**src/dlr_pkg.sv**
```systemverilog
`timescale 1ns / 1ps
`default_nettype none
// ----------------------------------------------------------------------------
// dlr_pkg: shared types and constants of the styled DDA line rasteriser
// Holds the coordinate and fixed-point widths, the request and style codes,
// the controller states and the command and status groups between the
// controller and the datapath.
// ----------------------------------------------------------------------------
package dlr_pkg;

  // Geometry and fixed-point format.
  localparam int COORD_BITS  = 10;
  localparam int FRAC_BITS   = 16;
  localparam int DASH_PERIOD = 13;

  // Derived widths.
  localparam int ACC_BITS   = COORD_BITS + FRAC_BITS + 1;
  localparam int IDX_BITS   = COORD_BITS + 1;
  localparam int DIV_W      = COORD_BITS + FRAC_BITS;
  localparam int CNT_BITS   = $clog2(DIV_W + 1);
  localparam int PHASE_BITS = $clog2(DASH_PERIOD);

  // Request codes.
  typedef enum logic {
    REQ_START   = 1'b0,
    REQ_ADVANCE = 1'b1
  } req_e;

  // Line styles.
  typedef enum logic [1:0] {
    STYLE_DASHED     = 2'd0,
    STYLE_DOTTED     = 2'd1,
    STYLE_SOLID      = 2'd2,
    STYLE_START_ONLY = 2'd3
  } style_e;

  // Controller states.
  typedef enum logic [1:0] {
    ST_IDLE = 2'd0,
    ST_DIV  = 2'd1,
    ST_FIX  = 2'd2,
    ST_DRAW = 2'd3
  } state_e;

  // Commands from the controller to the datapath.
  typedef struct packed {
    logic start;     // Load a new line and emit its start pixel.
    logic advance;   // Take one DDA step and emit the pixel.
    logic idle_adv;  // Repeat the current pixel as hidden and last.
    logic div_run;   // Run one iteration of the increment dividers.
    logic div_fix;   // Apply signs and load the increments.
  } dlr_cmd_t;

  // Status from the datapath to the controller.
  typedef struct packed {
    logic start_fin; // The line being started has only its start pixel.
    logic adv_fin;   // The next step reaches the endpoint.
    logic div_done;  // The current divider iteration is the final one.
  } dlr_stat_t;

endpackage : dlr_pkg
`default_nettype wire

```
**src/dlr_req_if.sv**
```systemverilog
`timescale 1ns / 1ps
`default_nettype none
// ----------------------------------------------------------------------------
// dlr_req_if: request channel of the line rasteriser
// Valid/ready channel carrying start and advance requests.
// ----------------------------------------------------------------------------
interface dlr_req_if
  import dlr_pkg::*;
();

  logic                  valid;
  logic                  ready;
  logic                  req_type;
  logic [COORD_BITS-1:0] x_start;
  logic [COORD_BITS-1:0] y_start;
  logic [COORD_BITS-1:0] x_end;
  logic [COORD_BITS-1:0] y_end;
  logic [1:0]            line_style;

  modport source (
    output valid, req_type, x_start, y_start, x_end, y_end, line_style,
    input  ready
  );

  modport sink (
    input  valid, req_type, x_start, y_start, x_end, y_end, line_style,
    output ready
  );

endinterface : dlr_req_if
`default_nettype wire

```
**src/dlr_pix_if.sv**
```systemverilog
`timescale 1ns / 1ps
`default_nettype none
// ----------------------------------------------------------------------------
// dlr_pix_if: pixel channel of the line rasteriser
// Valid/ready channel carrying one pixel with its visibility and last flag.
// ----------------------------------------------------------------------------
interface dlr_pix_if
  import dlr_pkg::*;
();

  logic                  valid;
  logic                  ready;
  logic [COORD_BITS-1:0] pixel_x;
  logic [COORD_BITS-1:0] pixel_y;
  logic                  visible;
  logic                  last;

  modport source (
    output valid, pixel_x, pixel_y, visible, last,
    input  ready
  );

  modport sink (
    input  valid, pixel_x, pixel_y, visible, last,
    output ready
  );

endinterface : dlr_pix_if
`default_nettype wire

```
**src/dda_line_rasterizer_styled.sv**
```systemverilog
`timescale 1ns / 1ps
`default_nettype none
// ----------------------------------------------------------------------------
// dda_line_rasterizer_styled: styled fixed-point DDA line rasteriser
// Top level joining the controller and the datapath.
// ----------------------------------------------------------------------------
// Usage:
//   Requests arrive as beats on req_i. A start beat carries the two endpoints
//   and a style; an advance beat asks for the next pixel. Every request gives
//   exactly one pixel beat on pix_o, with its visibility and a last flag.
//   The pixel of a request appears in the output register in the cycle after
//   the request beat is taken.
//   Advance beats are taken at one per cycle while a line is drawn and the
//   receiver keeps taking the pixel beats. After a start beat that opens a
//   real line, the block takes no request while the increments are formed:
//   two restoring dividers each produce one quotient bit a cycle, and a final
//   step applies the signs.
//   A start beat for a zero-length line or the start-pixel-only style needs
//   no division and is followed by the next request at once.
//   While the pixel register holds a beat that the receiver has not taken,
//   a new request is taken only in the cycle that beat leaves; otherwise
//   req_i.ready stays low and the held beat stays unchanged.
//   Reset clears the position to the origin and leaves the block idle.
// ----------------------------------------------------------------------------
module dda_line_rasterizer_styled
  import dlr_pkg::*;
(
  input  wire logic clk_i,
  input  wire logic rst_ni,
  dlr_req_if.sink   req_i,
  dlr_pix_if.source pix_o
);

  dlr_cmd_t  cmd;
  dlr_stat_t stat;
  logic      in_ready;
  logic      out_valid;

  // Sequencing and handshake.
  dlr_ctrl u_ctrl (
    .clk_i         (clk_i),
    .rst_ni        (rst_ni),
    .in_valid_i    (req_i.valid),
    .in_req_type_i (req_i.req_type),
    .in_ready_o    (in_ready),
    .out_valid_o   (out_valid),
    .out_ready_i   (pix_o.ready),
    .stat_i        (stat),
    .cmd_o         (cmd)
  );

  // Arithmetic and payload storage.
  dlr_dp u_dp (
    .clk_i        (clk_i),
    .rst_ni       (rst_ni),
    .cmd_i        (cmd),
    .stat_o       (stat),
    .x_start_i    (req_i.x_start),
    .y_start_i    (req_i.y_start),
    .x_end_i      (req_i.x_end),
    .y_end_i      (req_i.y_end),
    .line_style_i (req_i.line_style),
    .pixel_x_o    (pix_o.pixel_x),
    .pixel_y_o    (pix_o.pixel_y),
    .visible_o    (pix_o.visible),
    .last_o       (pix_o.last)
  );

  assign req_i.ready = in_ready;
  assign pix_o.valid = out_valid;

endmodule : dda_line_rasterizer_styled
`default_nettype wire

```
**src/dlr_ctrl.sv**
```systemverilog
`timescale 1ns / 1ps
`default_nettype none
// ----------------------------------------------------------------------------
// dlr_ctrl: controller of the line rasteriser
// Sequences line starts, the increment division and the drawing steps, and
// owns the handshake of both channels.
// ----------------------------------------------------------------------------
module dlr_ctrl
  import dlr_pkg::*;
(
  input  wire logic      clk_i,
  input  wire logic      rst_ni,
  input  wire logic      in_valid_i,
  input  wire logic      in_req_type_i,
  output logic           in_ready_o,
  output logic           out_valid_o,
  input  wire logic      out_ready_i,
  input  wire dlr_stat_t stat_i,
  output dlr_cmd_t       cmd_o
);

  state_e state_q, state_d;
  logic   out_valid_q, out_valid_d;
  logic   in_fire;

  // State and output valid registers.
  always_ff @(posedge clk_i or negedge rst_ni) begin
    if (!rst_ni) begin
      state_q     <= ST_IDLE;
      out_valid_q <= 1'b0;
    end else begin
      state_q     <= state_d;
      out_valid_q <= out_valid_d;
    end
  end

  // Next state, handshake and commands.
  always_comb begin
    state_d    = state_q;
    in_ready_o = ((state_q == ST_IDLE) || (state_q == ST_DRAW))
                 && (!out_valid_q || out_ready_i);
    in_fire    = in_valid_i && in_ready_o;

    cmd_o          = '0;
    cmd_o.start    = in_fire && (req_e'(in_req_type_i) == REQ_START);
    cmd_o.advance  = in_fire && (req_e'(in_req_type_i) == REQ_ADVANCE)
                     && (state_q == ST_DRAW);
    cmd_o.idle_adv = in_fire && (req_e'(in_req_type_i) == REQ_ADVANCE)
                     && (state_q == ST_IDLE);
    cmd_o.div_run  = (state_q == ST_DIV);
    cmd_o.div_fix  = (state_q == ST_FIX);

    unique case (state_q)
      ST_IDLE: begin
        if (cmd_o.start && !stat_i.start_fin) begin
          state_d = ST_DIV;
        end
      end
      ST_DIV: begin
        if (stat_i.div_done) begin
          state_d = ST_FIX;
        end
      end
      ST_FIX: begin
        state_d = ST_DRAW;
      end
      ST_DRAW: begin
        if (cmd_o.start) begin
          state_d = stat_i.start_fin ? ST_IDLE : ST_DIV;
        end else if (cmd_o.advance && stat_i.adv_fin) begin
          state_d = ST_IDLE;
        end
      end
      default: begin
        state_d = ST_IDLE;
      end
    endcase

    // A beat loads the output register; a taken beat empties it.
    if (in_fire) begin
      out_valid_d = 1'b1;
    end else if (out_ready_i) begin
      out_valid_d = 1'b0;
    end else begin
      out_valid_d = out_valid_q;
    end
  end

  assign out_valid_o = out_valid_q;

endmodule : dlr_ctrl
`default_nettype wire

```
**src/dlr_dp.sv**
```systemverilog
`timescale 1ns / 1ps
`default_nettype none
// ----------------------------------------------------------------------------
// dlr_dp: datapath of the line rasteriser
// Holds the fixed-point accumulators, step counters, two restoring dividers
// for the per-step increments and the output payload register.
// ----------------------------------------------------------------------------
module dlr_dp
  import dlr_pkg::*;
(
  input  wire logic                  clk_i,
  input  wire logic                  rst_ni,
  input  wire dlr_cmd_t              cmd_i,
  output dlr_stat_t                  stat_o,
  input  wire logic [COORD_BITS-1:0] x_start_i,
  input  wire logic [COORD_BITS-1:0] y_start_i,
  input  wire logic [COORD_BITS-1:0] x_end_i,
  input  wire logic [COORD_BITS-1:0] y_end_i,
  input  wire logic [1:0]            line_style_i,
  output logic [COORD_BITS-1:0]      pixel_x_o,
  output logic [COORD_BITS-1:0]      pixel_y_o,
  output logic                       visible_o,
  output logic                       last_o
);

  // Line state.
  logic [ACC_BITS-1:0]   x_acc_q, x_acc_d;
  logic [ACC_BITS-1:0]   y_acc_q, y_acc_d;
  logic [IDX_BITS-1:0]   idx_q, idx_d;
  logic [IDX_BITS-1:0]   total_q, total_d;
  logic [PHASE_BITS-1:0] phase_q, phase_d;
  style_e                style_q, style_d;
  logic [ACC_BITS-1:0]   x_step_q, x_step_d;
  logic [ACC_BITS-1:0]   y_step_q, y_step_d;

  // Divider state.
  logic [DIV_W-1:0]      xq_q, xq_d, yq_q, yq_d;
  logic [COORD_BITS-1:0] xr_q, xr_d, yr_q, yr_d;
  logic                  x_neg_q, x_neg_d, y_neg_q, y_neg_d;
  logic [CNT_BITS-1:0]   cnt_q, cnt_d;

  // Output payload.
  logic [COORD_BITS-1:0] px_q, px_d, py_q, py_d;
  logic                  vis_q, vis_d, last_q, last_d;

  // Start-side arithmetic.
  logic [COORD_BITS-1:0] adx, ady, new_total;
  logic                  x_neg_in, y_neg_in;

  // Advance-side arithmetic.
  logic [ACC_BITS-1:0]   x_acc_adv, y_acc_adv;
  logic [IDX_BITS-1:0]   idx_next;
  logic [PHASE_BITS:0]   phase_inc;
  logic [PHASE_BITS-1:0] phase_next;
  logic                  vis_adv;

  // Divider iteration.
  logic [COORD_BITS:0]   x_trial, y_trial;
  logic                  x_ge, y_ge;
  logic [COORD_BITS:0]   x_diff, y_diff;

  // Control registers of the line.
  always_ff @(posedge clk_i or negedge rst_ni) begin
    if (!rst_ni) begin
      x_acc_q <= '0;
      y_acc_q <= '0;
      idx_q   <= '0;
      total_q <= '0;
      phase_q <= '0;
      style_q <= STYLE_DASHED;
      cnt_q   <= '0;
    end else begin
      x_acc_q <= x_acc_d;
      y_acc_q <= y_acc_d;
      idx_q   <= idx_d;
      total_q <= total_d;
      phase_q <= phase_d;
      style_q <= style_d;
      cnt_q   <= cnt_d;
    end
  end

  // Payload registers: increments, divider and output beat.
  always_ff @(posedge clk_i) begin
    x_step_q <= x_step_d;
    y_step_q <= y_step_d;
    xq_q     <= xq_d;
    yq_q     <= yq_d;
    xr_q     <= xr_d;
    yr_q     <= yr_d;
    x_neg_q  <= x_neg_d;
    y_neg_q  <= y_neg_d;
    px_q     <= px_d;
    py_q     <= py_d;
    vis_q    <= vis_d;
    last_q   <= last_d;
  end

  // Step count of a new line: the larger absolute difference.
  always_comb begin
    x_neg_in  = x_end_i < x_start_i;
    y_neg_in  = y_end_i < y_start_i;
    adx       = x_neg_in ? (x_start_i - x_end_i) : (x_end_i - x_start_i);
    ady       = y_neg_in ? (y_start_i - y_end_i) : (y_end_i - y_start_i);
    new_total = (adx >= ady) ? adx : ady;
  end

  // One DDA step: accumulators, index, dash phase and visibility.
  always_comb begin
    x_acc_adv  = x_acc_q + x_step_q;
    y_acc_adv  = y_acc_q + y_step_q;
    idx_next   = idx_q + IDX_BITS'(1);
    phase_inc  = {1'b0, phase_q} + (PHASE_BITS + 1)'(1);
    phase_next = (phase_inc >= (PHASE_BITS + 1)'(DASH_PERIOD))
                 ? '0 : phase_inc[PHASE_BITS-1:0];
    unique case (style_q)
      STYLE_DASHED: vis_adv = (phase_next != '0);
      STYLE_DOTTED: vis_adv = idx_next[0];
      default:      vis_adv = 1'b1;
    endcase
  end

  // One restoring division iteration on each axis.
  always_comb begin
    x_trial = {xr_q, xq_q[DIV_W-1]};
    y_trial = {yr_q, yq_q[DIV_W-1]};
    x_ge    = x_trial >= total_q;
    y_ge    = y_trial >= total_q;
    x_diff  = x_trial - total_q;
    y_diff  = y_trial - total_q;
  end

  // Status towards the controller.
  always_comb begin
    stat_o           = '0;
    stat_o.start_fin = (new_total == '0)
                       || (style_e'(line_style_i) == STYLE_START_ONLY);
    stat_o.adv_fin   = idx_next >= total_q;
    stat_o.div_done  = (cnt_q == CNT_BITS'(1));
  end

  // Next-state selection for the commands.
  always_comb begin
    x_acc_d  = x_acc_q;
    y_acc_d  = y_acc_q;
    idx_d    = idx_q;
    total_d  = total_q;
    phase_d  = phase_q;
    style_d  = style_q;
    cnt_d    = cnt_q;
    x_step_d = x_step_q;
    y_step_d = y_step_q;
    xq_d     = xq_q;
    yq_d     = yq_q;
    xr_d     = xr_q;
    yr_d     = yr_q;
    x_neg_d  = x_neg_q;
    y_neg_d  = y_neg_q;
    px_d     = px_q;
    py_d     = py_q;
    vis_d    = vis_q;
    last_d   = last_q;

    priority if (cmd_i.start) begin
      // New line: load the start point and set up both dividers.
      x_acc_d = {1'b0, x_start_i, FRAC_BITS'(0)};
      y_acc_d = {1'b0, y_start_i, FRAC_BITS'(0)};
      idx_d   = '0;
      phase_d = '0;
      total_d = {1'b0, new_total};
      style_d = style_e'(line_style_i);
      cnt_d   = CNT_BITS'(DIV_W);
      xq_d    = {adx, FRAC_BITS'(0)};
      yq_d    = {ady, FRAC_BITS'(0)};
      xr_d    = '0;
      yr_d    = '0;
      x_neg_d = x_neg_in;
      y_neg_d = y_neg_in;
      px_d    = x_start_i;
      py_d    = y_start_i;
      vis_d   = 1'b1;
      last_d  = stat_o.start_fin;
    end else if (cmd_i.advance) begin
      x_acc_d = x_acc_adv;
      y_acc_d = y_acc_adv;
      idx_d   = idx_next;
      phase_d = phase_next;
      px_d    = x_acc_adv[FRAC_BITS +: COORD_BITS];
      py_d    = y_acc_adv[FRAC_BITS +: COORD_BITS];
      vis_d   = vis_adv;
      last_d  = stat_o.adv_fin;
    end else if (cmd_i.idle_adv) begin
      // Nothing to draw: repeat the current point as hidden.
      px_d   = x_acc_q[FRAC_BITS +: COORD_BITS];
      py_d   = y_acc_q[FRAC_BITS +: COORD_BITS];
      vis_d  = 1'b0;
      last_d = 1'b1;
    end else if (cmd_i.div_run) begin
      xq_d  = {xq_q[DIV_W-2:0], x_ge};
      yq_d  = {yq_q[DIV_W-2:0], y_ge};
      xr_d  = x_ge ? x_diff[COORD_BITS-1:0] : x_trial[COORD_BITS-1:0];
      yr_d  = y_ge ? y_diff[COORD_BITS-1:0] : y_trial[COORD_BITS-1:0];
      cnt_d = cnt_q - CNT_BITS'(1);
    end else if (cmd_i.div_fix) begin
      // Signed increments in the accumulator format.
      x_step_d = x_neg_q ? (ACC_BITS'(0) - {1'b0, xq_q}) : {1'b0, xq_q};
      y_step_d = y_neg_q ? (ACC_BITS'(0) - {1'b0, yq_q}) : {1'b0, yq_q};
    end else begin
      cnt_d = cnt_q;
    end
  end

  assign pixel_x_o = px_q;
  assign pixel_y_o = py_q;
  assign visible_o = vis_q;
  assign last_o    = last_q;

endmodule : dlr_dp
`default_nettype wire

```
**src/flat_wrapper.sv**
```systemverilog
// flat-port wrapper written by rule: the top's interface ports become plain ports
module dda_line_rasterizer_styled_flat import dlr_pkg::*;
  (clk_i, rst_ni, req_i_valid, req_i_req_type, req_i_x_start, req_i_y_start, req_i_x_end, req_i_y_end, req_i_line_style, req_i_ready, pix_o_valid, pix_o_pixel_x, pix_o_pixel_y, pix_o_visible, pix_o_last, pix_o_ready);
  dlr_req_if req_i_i ();
  dlr_pix_if pix_o_i ();
  input  wire logic clk_i;
  input  wire logic rst_ni;
  input wire logic [$bits(req_i_i.valid)-1:0] req_i_valid;
  input wire logic [$bits(req_i_i.req_type)-1:0] req_i_req_type;
  input wire logic [$bits(req_i_i.x_start)-1:0] req_i_x_start;
  input wire logic [$bits(req_i_i.y_start)-1:0] req_i_y_start;
  input wire logic [$bits(req_i_i.x_end)-1:0] req_i_x_end;
  input wire logic [$bits(req_i_i.y_end)-1:0] req_i_y_end;
  input wire logic [$bits(req_i_i.line_style)-1:0] req_i_line_style;
  output wire logic [$bits(req_i_i.ready)-1:0] req_i_ready;
  output wire logic [$bits(pix_o_i.valid)-1:0] pix_o_valid;
  output wire logic [$bits(pix_o_i.pixel_x)-1:0] pix_o_pixel_x;
  output wire logic [$bits(pix_o_i.pixel_y)-1:0] pix_o_pixel_y;
  output wire logic [$bits(pix_o_i.visible)-1:0] pix_o_visible;
  output wire logic [$bits(pix_o_i.last)-1:0] pix_o_last;
  input wire logic [$bits(pix_o_i.ready)-1:0] pix_o_ready;
  assign req_i_i.valid = req_i_valid;
  assign req_i_i.req_type = req_i_req_type;
  assign req_i_i.x_start = req_i_x_start;
  assign req_i_i.y_start = req_i_y_start;
  assign req_i_i.x_end = req_i_x_end;
  assign req_i_i.y_end = req_i_y_end;
  assign req_i_i.line_style = req_i_line_style;
  assign req_i_ready = req_i_i.ready;
  assign pix_o_valid = pix_o_i.valid;
  assign pix_o_pixel_x = pix_o_i.pixel_x;
  assign pix_o_pixel_y = pix_o_i.pixel_y;
  assign pix_o_visible = pix_o_i.visible;
  assign pix_o_last = pix_o_i.last;
  assign pix_o_i.ready = pix_o_ready;
  dda_line_rasterizer_styled u_core (.clk_i(clk_i), .rst_ni(rst_ni), .req_i(req_i_i), .pix_o(pix_o_i));
endmodule
```
**config.mk**
```make
export PLATFORM = sky130hd
export DESIGN_NAME = dda_line_rasterizer_styled_flat
export DESIGN_NICKNAME = d
export VERILOG_FILES = /design/src/dlr_pkg.sv /design/src/dlr_req_if.sv /design/src/dlr_pix_if.sv /design/src/dda_line_rasterizer_styled.sv /design/src/dlr_ctrl.sv /design/src/dlr_dp.sv /design/src/flat_wrapper.sv
export SDC_FILE = /design/constraint.sdc
export NUM_CORES = 1
export LEC_CHECK = 0
export CAP_MARGIN = 20
export CELL_PAD_IN_SITES_DETAIL_PLACEMENT = 0
export CELL_PAD_IN_SITES_GLOBAL_PLACEMENT = 1
export CORE_ASPECT_RATIO = 2
export CORE_MARGIN = 3
export CORE_UTILIZATION = 56
export CTS_BUF_LIST = sky130_fd_sc_hd__clkbuf_2 sky130_fd_sc_hd__clkbuf_4 sky130_fd_sc_hd__clkbuf_8
export CTS_CLUSTER_SIZE = 40
export DETAILED_ROUTE_END_ITERATION = 6
export DONT_BUFFER_PORTS = 1
export GPL_TIMING_DRIVEN = 0
export PLACE_DENSITY_LB_ADDON = 0.1
export SLEW_MARGIN = 0
export SYNTH_ARGS = -nofsm -noshare
export SYNTH_HDL_FRONTEND = slang
export SYNTH_SLANG_ARGS = --single-unit
export TNS_END_PERCENT = 5
```
**constraint.sdc**
```tcl
create_clock -name clk_i -period 6.6 [get_ports clk_i]
set_input_delay 0 -clock clk_i [delete_from_list [all_inputs] [get_ports clk_i]]
set_output_delay 0 -clock clk_i [all_outputs]
set_load 0.005 [all_outputs]
```
; ---- Yosys cells after proc, flatten, opt, wreduce, memory -nomap -nowiden
; Cells that the tools add are included.
[classes]
magnitude_cmp = 7
addsub = 13
reduce_logical = 26
n_eq_ne = 11
muxes = 48
bitwise_logic = 5
[ops]
columns = cell, count
row1 = 26-bit 2-to-1 mux, 10
row2 = 10-bit 2-to-1 mux, 11
row3 = 27-bit 2-to-1 mux, 4
row4 = 10-bit subtractor, 6
row5 = 27-bit adder, 2
row6 = 1-bit by 26-bit subtractor with 27-bit output (first input constant), 2
row7 = 11-bit by 10-bit >= comparator with 1-bit output, 3
row8 = 11-bit 2-to-1 mux, 2
row9 = 10-bit < comparator, 2
row10 = 5-bit 2-to-1 mux, 4
row11 = 4-bit 2-to-1 mux, 3
row12 = 11-bit by 1-bit adder with 11-bit output (second input constant), 1
row13 = 10-bit >= comparator, 1
row14 = 10-bit logical NOT, 1
row15 = 3-bit AND reduction, 3
row16 = 1-bit logical AND, 8
row17 = 1-bit 2-to-1 mux, 8
row18 = 2-bit 2-to-1 mux, 4
row19 = 2-bit case mux with 4 select lines, 1
row20 = 2-bit nonzero test, 4
row21 = 2-bit equality test (second input constant), 3
row22 = 2-bit by 1-bit != test with 1-bit output (second input constant), 3
row23 = 4-bit by 1-bit adder with 5-bit output (second input constant), 1
row24 = 5-bit by 1-bit equality test with 1-bit output (second input constant), 1
row25 = other kinds (13), 22
[totals]
in_bits = 47
word_cells = 135
regBits = 239

; ---- Longest topological paths before layout
[depth]
depth_word = 10
ltp_mapped = 22

; ---- Cells and area by module
; A second synthesis with hierarchy kept.
[unflattened]
cells_unflattened = 1716
area_unflattened_um2 = 15735.1
[by_module_without_submodules]
columns = mod, n_inst, area_per_inst_um2, cells_per_inst
row1 = dlr_dp, 1, 15452.3, 1683
row2 = dlr_ctrl, 1, 282.8, 33

; ---- Least setup slack after synthesis
; OpenSTA, ideal clock, no wires.
[synth_path]
kind = in2reg
start = in req_i_x_end[0]
end = reg u_core.u_dp.last_q (netlist: u_core.u_dp.last_o) (data pin)
cell_stages = 21
path_slack_ns = 2.493
n_path_buf = 2
arrival_ns = 3.845
setup_time_ns = 0.262
t_required_ns = 6.338
path_cell_list = inv_1 ha_1 inv_1 fa_1 a21o_2 a311oi_2 o21ai_1 o21ai_2 buf_6 or3b_1 o31a_2 xor2_1 ha_1 a211oi_1 o21ai_0 a221o_1 a21oi_1 buf_4 o32ai_1 a31oi_1 nor2_1
[synth_between]
elab_chain_cells = 7
word_cells_on_any_way = 9
cone_classes = add/sub (2) / order compare (2) / mux (3) / reduce/logical (2)
[synth_lines]
columns = item, line_no
row1 = start: declaration, flat_wrapper.sv:12  ; input wire logic [$bits(req_i_i.x_end)-1:0] req_i_x_end;
row2 = 10-bit < comparator (*), dlr_dp.sv:101  ; x_neg_in = x_end_i < x_start_i;
row3 = named net u_core.u_dp.x_neg_in, dlr_dp.sv:48  ; logic x_neg_in, y_neg_in;
row4 = 10-bit 2-to-1 mux (*), dlr_dp.sv:103  ; adx = x_neg_in ? (x_start_i - x_end_i) : (x_end_i - x_start_i);
row5 = 10-bit >= comparator, dlr_dp.sv:105  ; new_total = (adx >= ady) ? adx : ady;
row6 = 10-bit 2-to-1 mux (*), dlr_dp.sv:105
row7 = 10-bit logical NOT (*), dlr_dp.sv:136  ; stat_o.start_fin = (new_total == '0)
row8 = 1-bit logical OR (*), dlr_dp.sv:137  ; || (style_e'(line_style_i) == STYLE_START_ONLY);
row9 = 1-bit 2-to-1 mux (*), dlr_dp.sv:164  ; priority if (cmd_i.start) begin
row10 = named net u_core.u_dp.last_d, dlr_dp.sv:44  ; logic vis_q, vis_d, last_q, last_d;
row11 = end signal: assignment, dlr_dp.sv:96  ; last_q <= last_d;
row12 = end: declaration, dlr_dp.sv:44
; The timed path passes the listed nets; every way through them passes the cells marked *.
; A chain may end at the register's enable or synchronous reset.

; ---- Final worst setup path
[layout_path]
start = in req_i_x_start[0]
end = reg u_core.u_dp.last_q (netlist: u_core.u_dp.last_o) (data pin)
[layout_between]
elab_chain_cells = 7
word_cells_on_any_way = 9
cone_classes = add/sub (2) / order compare (2) / mux (3) / reduce/logical (2)
[layout_lines]
columns = item, line_no
row1 = start: declaration, flat_wrapper.sv:10  ; input wire logic [$bits(req_i_i.x_start)-1:0] req_i_x_start;
row2 = 10-bit < comparator (*), dlr_dp.sv:101
row3 = named net u_core.u_dp.x_neg_in, dlr_dp.sv:48
row4 = 10-bit 2-to-1 mux (*), dlr_dp.sv:103
row5 = 10-bit >= comparator, dlr_dp.sv:105
row6 = 10-bit 2-to-1 mux (*), dlr_dp.sv:105
row7 = 10-bit logical NOT (*), dlr_dp.sv:136
row8 = 1-bit logical OR (*), dlr_dp.sv:137
row9 = 1-bit 2-to-1 mux (*), dlr_dp.sv:164
row10 = named net u_core.u_dp.last_d, dlr_dp.sv:44
; Marked as above.

==> qor.yml <==
run_status:
  status: "finished, final reports clean"
clock_tree:
  clkTransAtPathRegs_ps: 70
  cts_tree: "yes"
  max-clock-path-buffers: 3
  cts_root_buf: "clkbuf_8"
  ctsHtreeMaxLevel: 2
  clkLatencyLatePin_ps: 550
  numCtsBuffers: 37
  cts_resized: 0
  cts.sinks: 235
routing:
  first_pass_iters: 5
  drt_iter0_drc: 733
  drtAntennaViolNets: 0
  drc: 0
  post_drt_wl_per_cell_um: 20.07
  vias: 12530
  via_per_inst: 6.030
  wirelength_um: 41710
worst_setup_path:
  worst-path-max-fanout: 10
  critPathLaunchType: "input pin"
  path_cells: "dlygate4sd3_1, ha_1, inv_1, fa_1, a21o_2, a311oi_2, o21ai_1, o21ai_2, buf_6, or3b_1, o31a_2, xor2_1, ha_1, a211oi_1, o21ai_0, a221o_1, a21oi_1, buf_4, o32ai_1, a31oi_1, nor2_1"
  r2r-end: "u_core.u_dp.pixel_x_o[8]"
  slowest_stage: "dlygate4sd3_1"
  crit_type: "in -> reg"
  r2r_slack_ps: 2640
  crit_path_end: "u_core.u_dp.last_o"
  reg2regPathDepth: 13
  slowest_delay_ps: 630
  required_ps: 6890
  end_kind: "flop"
  crit_top_cell: "ha_1"
  worstPathArrival_ps: 5750
  reg2reg_from: "u_core.u_dp.x_acc_q[0]"
  worstSetupStartpoint: "req_i_x_start[0]"
power:
  powerDensity_nw_per_um2: 503.7
  p_total_mw: 8.542
  ir_drop_mv: 0.3332
  p_leak_nw: 7.400
global_route:
  grt_usage_pct: 28.65
  grt_pass1_wl_um: 66350
  grt_max_degree: 88
  first_global_vias: 12570
  grt_overflow: 0
  antenna_found_initial: 1
timing:
  grt_setup_unrepaired: "no"
  tightest_slew_ps: 986.0
  setup_viol: 0
  period_share_pct: 82.84
  max_freq_ghz: 0.1829
  hold_violations: 0
  slew_headroom_pct: 34.27
  fin_worst_skew_ps: 30.29
  period_needed_ps: 5467
  finalSetupTns_ps: 0
  slew_viol_final: 0
synthesis:
  synth_fa_ha_area_share_pct: 12.37
  synth_nets: 1828
  ys_warn_count: 0
  synth-edff-count: 95
  synth_xor_area_share_pct: 7.198
  ys_ff_latch: 235
  synth_top_family_by_area: "compound AO/OA/AOI/OAI gates"
  synthArstFlopShare_pct: 37.02
  muxShareOfSynthArea_pct: 4.251
  avgSynthCellArea_um2: 9.463
  synth_cell_type_count: 79
  syn-cell-area_um2: 15450
  synth_ff_type: "edfxtp_1"
  ys_seq_area_share_pct: 39.41
  synthCells: 1633
  synthSimpleGateAreaFrac_pct: 11.78
  synth-compound-area-share_pct: 20.45
finish:
  nets: 1898
  fillers: 2385
  drive_gt1_share_pct: 5.842
  syn2layout_area_growth_pct: 9.748
  final_core_util_pct: 62.78
die:
  die_w_um: 123.5
  start_util_pct: 57.21
  rows: 85
  die_y_um: 240.9
  io_pins: 71
  die_area_um2: 29750
  core_area_um2: 27010
worst_hold_path:
  holdPathStages: 3
  hold_class: "in -> reg"
place:
  port_buffers: 0
  dp_hpwl_um: 31590
  globalplace.congestion: 0.9026
job:
  maxCapViolCount: 0
==> cells in the final DEF (no fill, tap or decap), types with 9 or more instances in the layout <==
| cell | instances |
|---|---|
| a211oi_1 | 10 |
| a21o_1 | 35 |
| a21oi_1 | 90 |
| a22o_1 | 19 |
| a22oi_1 | 17 |
| and3_1 | 9 |
| clkbuf_1 | 52 |
| clkbuf_4 | 13 |
| clkbuf_8 | 39 |
| dfrtp_1 | 87 |
| dfxtp_1 | 53 |
| dlygate4sd3_1 | 29 |
| edfxtp_1 | 95 |
| ha_1 | 139 |
| inv_1 | 112 |
| mux2i_1 | 60 |
| nand2_1 | 153 |
| nand2b_1 | 27 |
| nand3_1 | 28 |
| nor2_1 | 80 |
| nor2b_1 | 13 |
| nor3_1 | 16 |
| o211ai_1 | 23 |
| o21ai_0 | 176 |
| o21bai_1 | 11 |
| o31ai_1 | 25 |
| o41ai_1 | 11 |
| or4_1 | 9 |
| xnor2_1 | 89 |
| xor2_1 | 38 |
==> synth_stat cells, drive strengths merged (27+ instances only) <==
master	n	area (um2)
a21o	37	280.3
a21oi	91	455.4
clkbuf	52	195.2
dfrtp	87	2177
dfxtp	53	1061
edfxtp	95	2853
ha	140	1752
inv	113	424.2
mux2i	60	600.6
nand2	153	574.3
nand2b	27	168.9
nand3	28	140.1
nor2	80	300.3
o21ai	179	899.6
xnor2	89	779.5
xor2	38	332.8
==> cell families (layout without fill, tap and decap cells) <==
group / Yosys count / after routing
buf+inv: 178 / 274
fa+ha+maj: 148 / 148
flops: 235 / 235
mux: 65 / 65
other cells: 0 / 1
xor+xnor: 127 / 127
compound gates: 494 / 494
simple gates: 386 / 386
==> cell type report <==
type | count | area, um2 | share of cell area [%]
antenna | 1 | 2.502 | 0.01475
clock inverter | 13 | 82.58 | 0.4869
inverter | 113 | 424.2 | 2.501
buffer | 65 | 276.5 | 1.630
timing repair buffer | 31 | 337.8 | 1.992
multi-input combinational | 1220 | 8676 | 51.15
clock buffer | 52 | 634.4 | 3.740
sequential | 235 | 6091 | 35.91
tap | 348 | 435.4 | 2.567
==> what timing repair did <==
item | in CTS | in global routing
hold buffers | 30 | 0
hold endpoints to repair | 158 | 0
buffers inserted | 0 | 0
==> critical path, delay by kind of cell <==
kind / cells / cell delay, ps
AOI/OAI and AO/OA: 11 / 2700
xor gates and xnor gates: 1 / 510
adders and majority gates: 3 / 950
buffers and inverters: 4 / 1150
and+or+nand+nor: 2 / 450
==> worst min path at each step <==
stage | from | to | slack (ps)
2_1_floorplan | rst_ni | u_core.u_ctrl.out_valid_o | -300
3_3_place_gp | rst_ni | u_core.u_dp.x_acc_q[10] | -290
3_5_place_dp | rst_ni | u_core.u_dp.x_acc_q[9] | -290
4_1_cts | req_i_y_end[1] | u_core.u_dp.yq_q[17] | 10
5_1_grt | req_i_y_start[1] | u_core.u_dp.yq_q[17] | 30
6_report | req_i_y_end[1] | u_core.u_dp.yq_q[17] | 20
==> state kept, by name, indices dropped and copies added, names as in the netlist, 4 cells and up <==
register,cells
u_core.u_dp.total_q,10
u_core.u_dp.yr_q,10
u_core.u_dp.xr_q,10
u_core.u_dp.yq_q,26
u_core.u_dp.x_acc_q,26
u_core.u_dp.y_acc_q,26
u_core.u_dp.idx_q,11
u_core.u_dp.pixel_x_o,10
u_core.u_dp.pixel_y_o,10
u_core.u_dp.cnt_q,5
u_core.u_dp.xq_q,26
u_core.u_dp.y_step_q,26
u_core.u_dp.phase_q,4
u_core.u_dp.x_step_q,26
==> metrics by stage <==
stage          instances  worst slack (ps)  hold WS (ps)  instance area (um2)
2_1_floorplan       1633              2493        -295.6                15450
3_3_place_gp        1981              1344        -293.3                15890
3_5_place_dp        1982              1314        -293.4                15920
4_1_cts             2077              1261         11.79                16960
5_1_grt             2078             889.0         32.50                16960
6_report            2078              1133         22.81                16960
==> routing by layer <==
metal	track usage [%]	up-vias	wire, um
met5	0	-	0
met4	13.68	0	2147
met3	3.705	108	1473
met2	53.68	317	22470
met1	31.13	6045	15620
li1	-	6060	-
==> power by group <==
part / leakage [nW] / switching (mW) / internal, mW / total, mW
combinational: 4.54 / 2.69 / 1.86 / 4.55
sequential: 2.47 / 0.447 / 2.30 / 2.74
clock: 0.387 / 0.593 / 0.660 / 1.25
total: 7.40 / 3.73 / 4.82 / 8.54
Power figures use the tool's default switching activity.
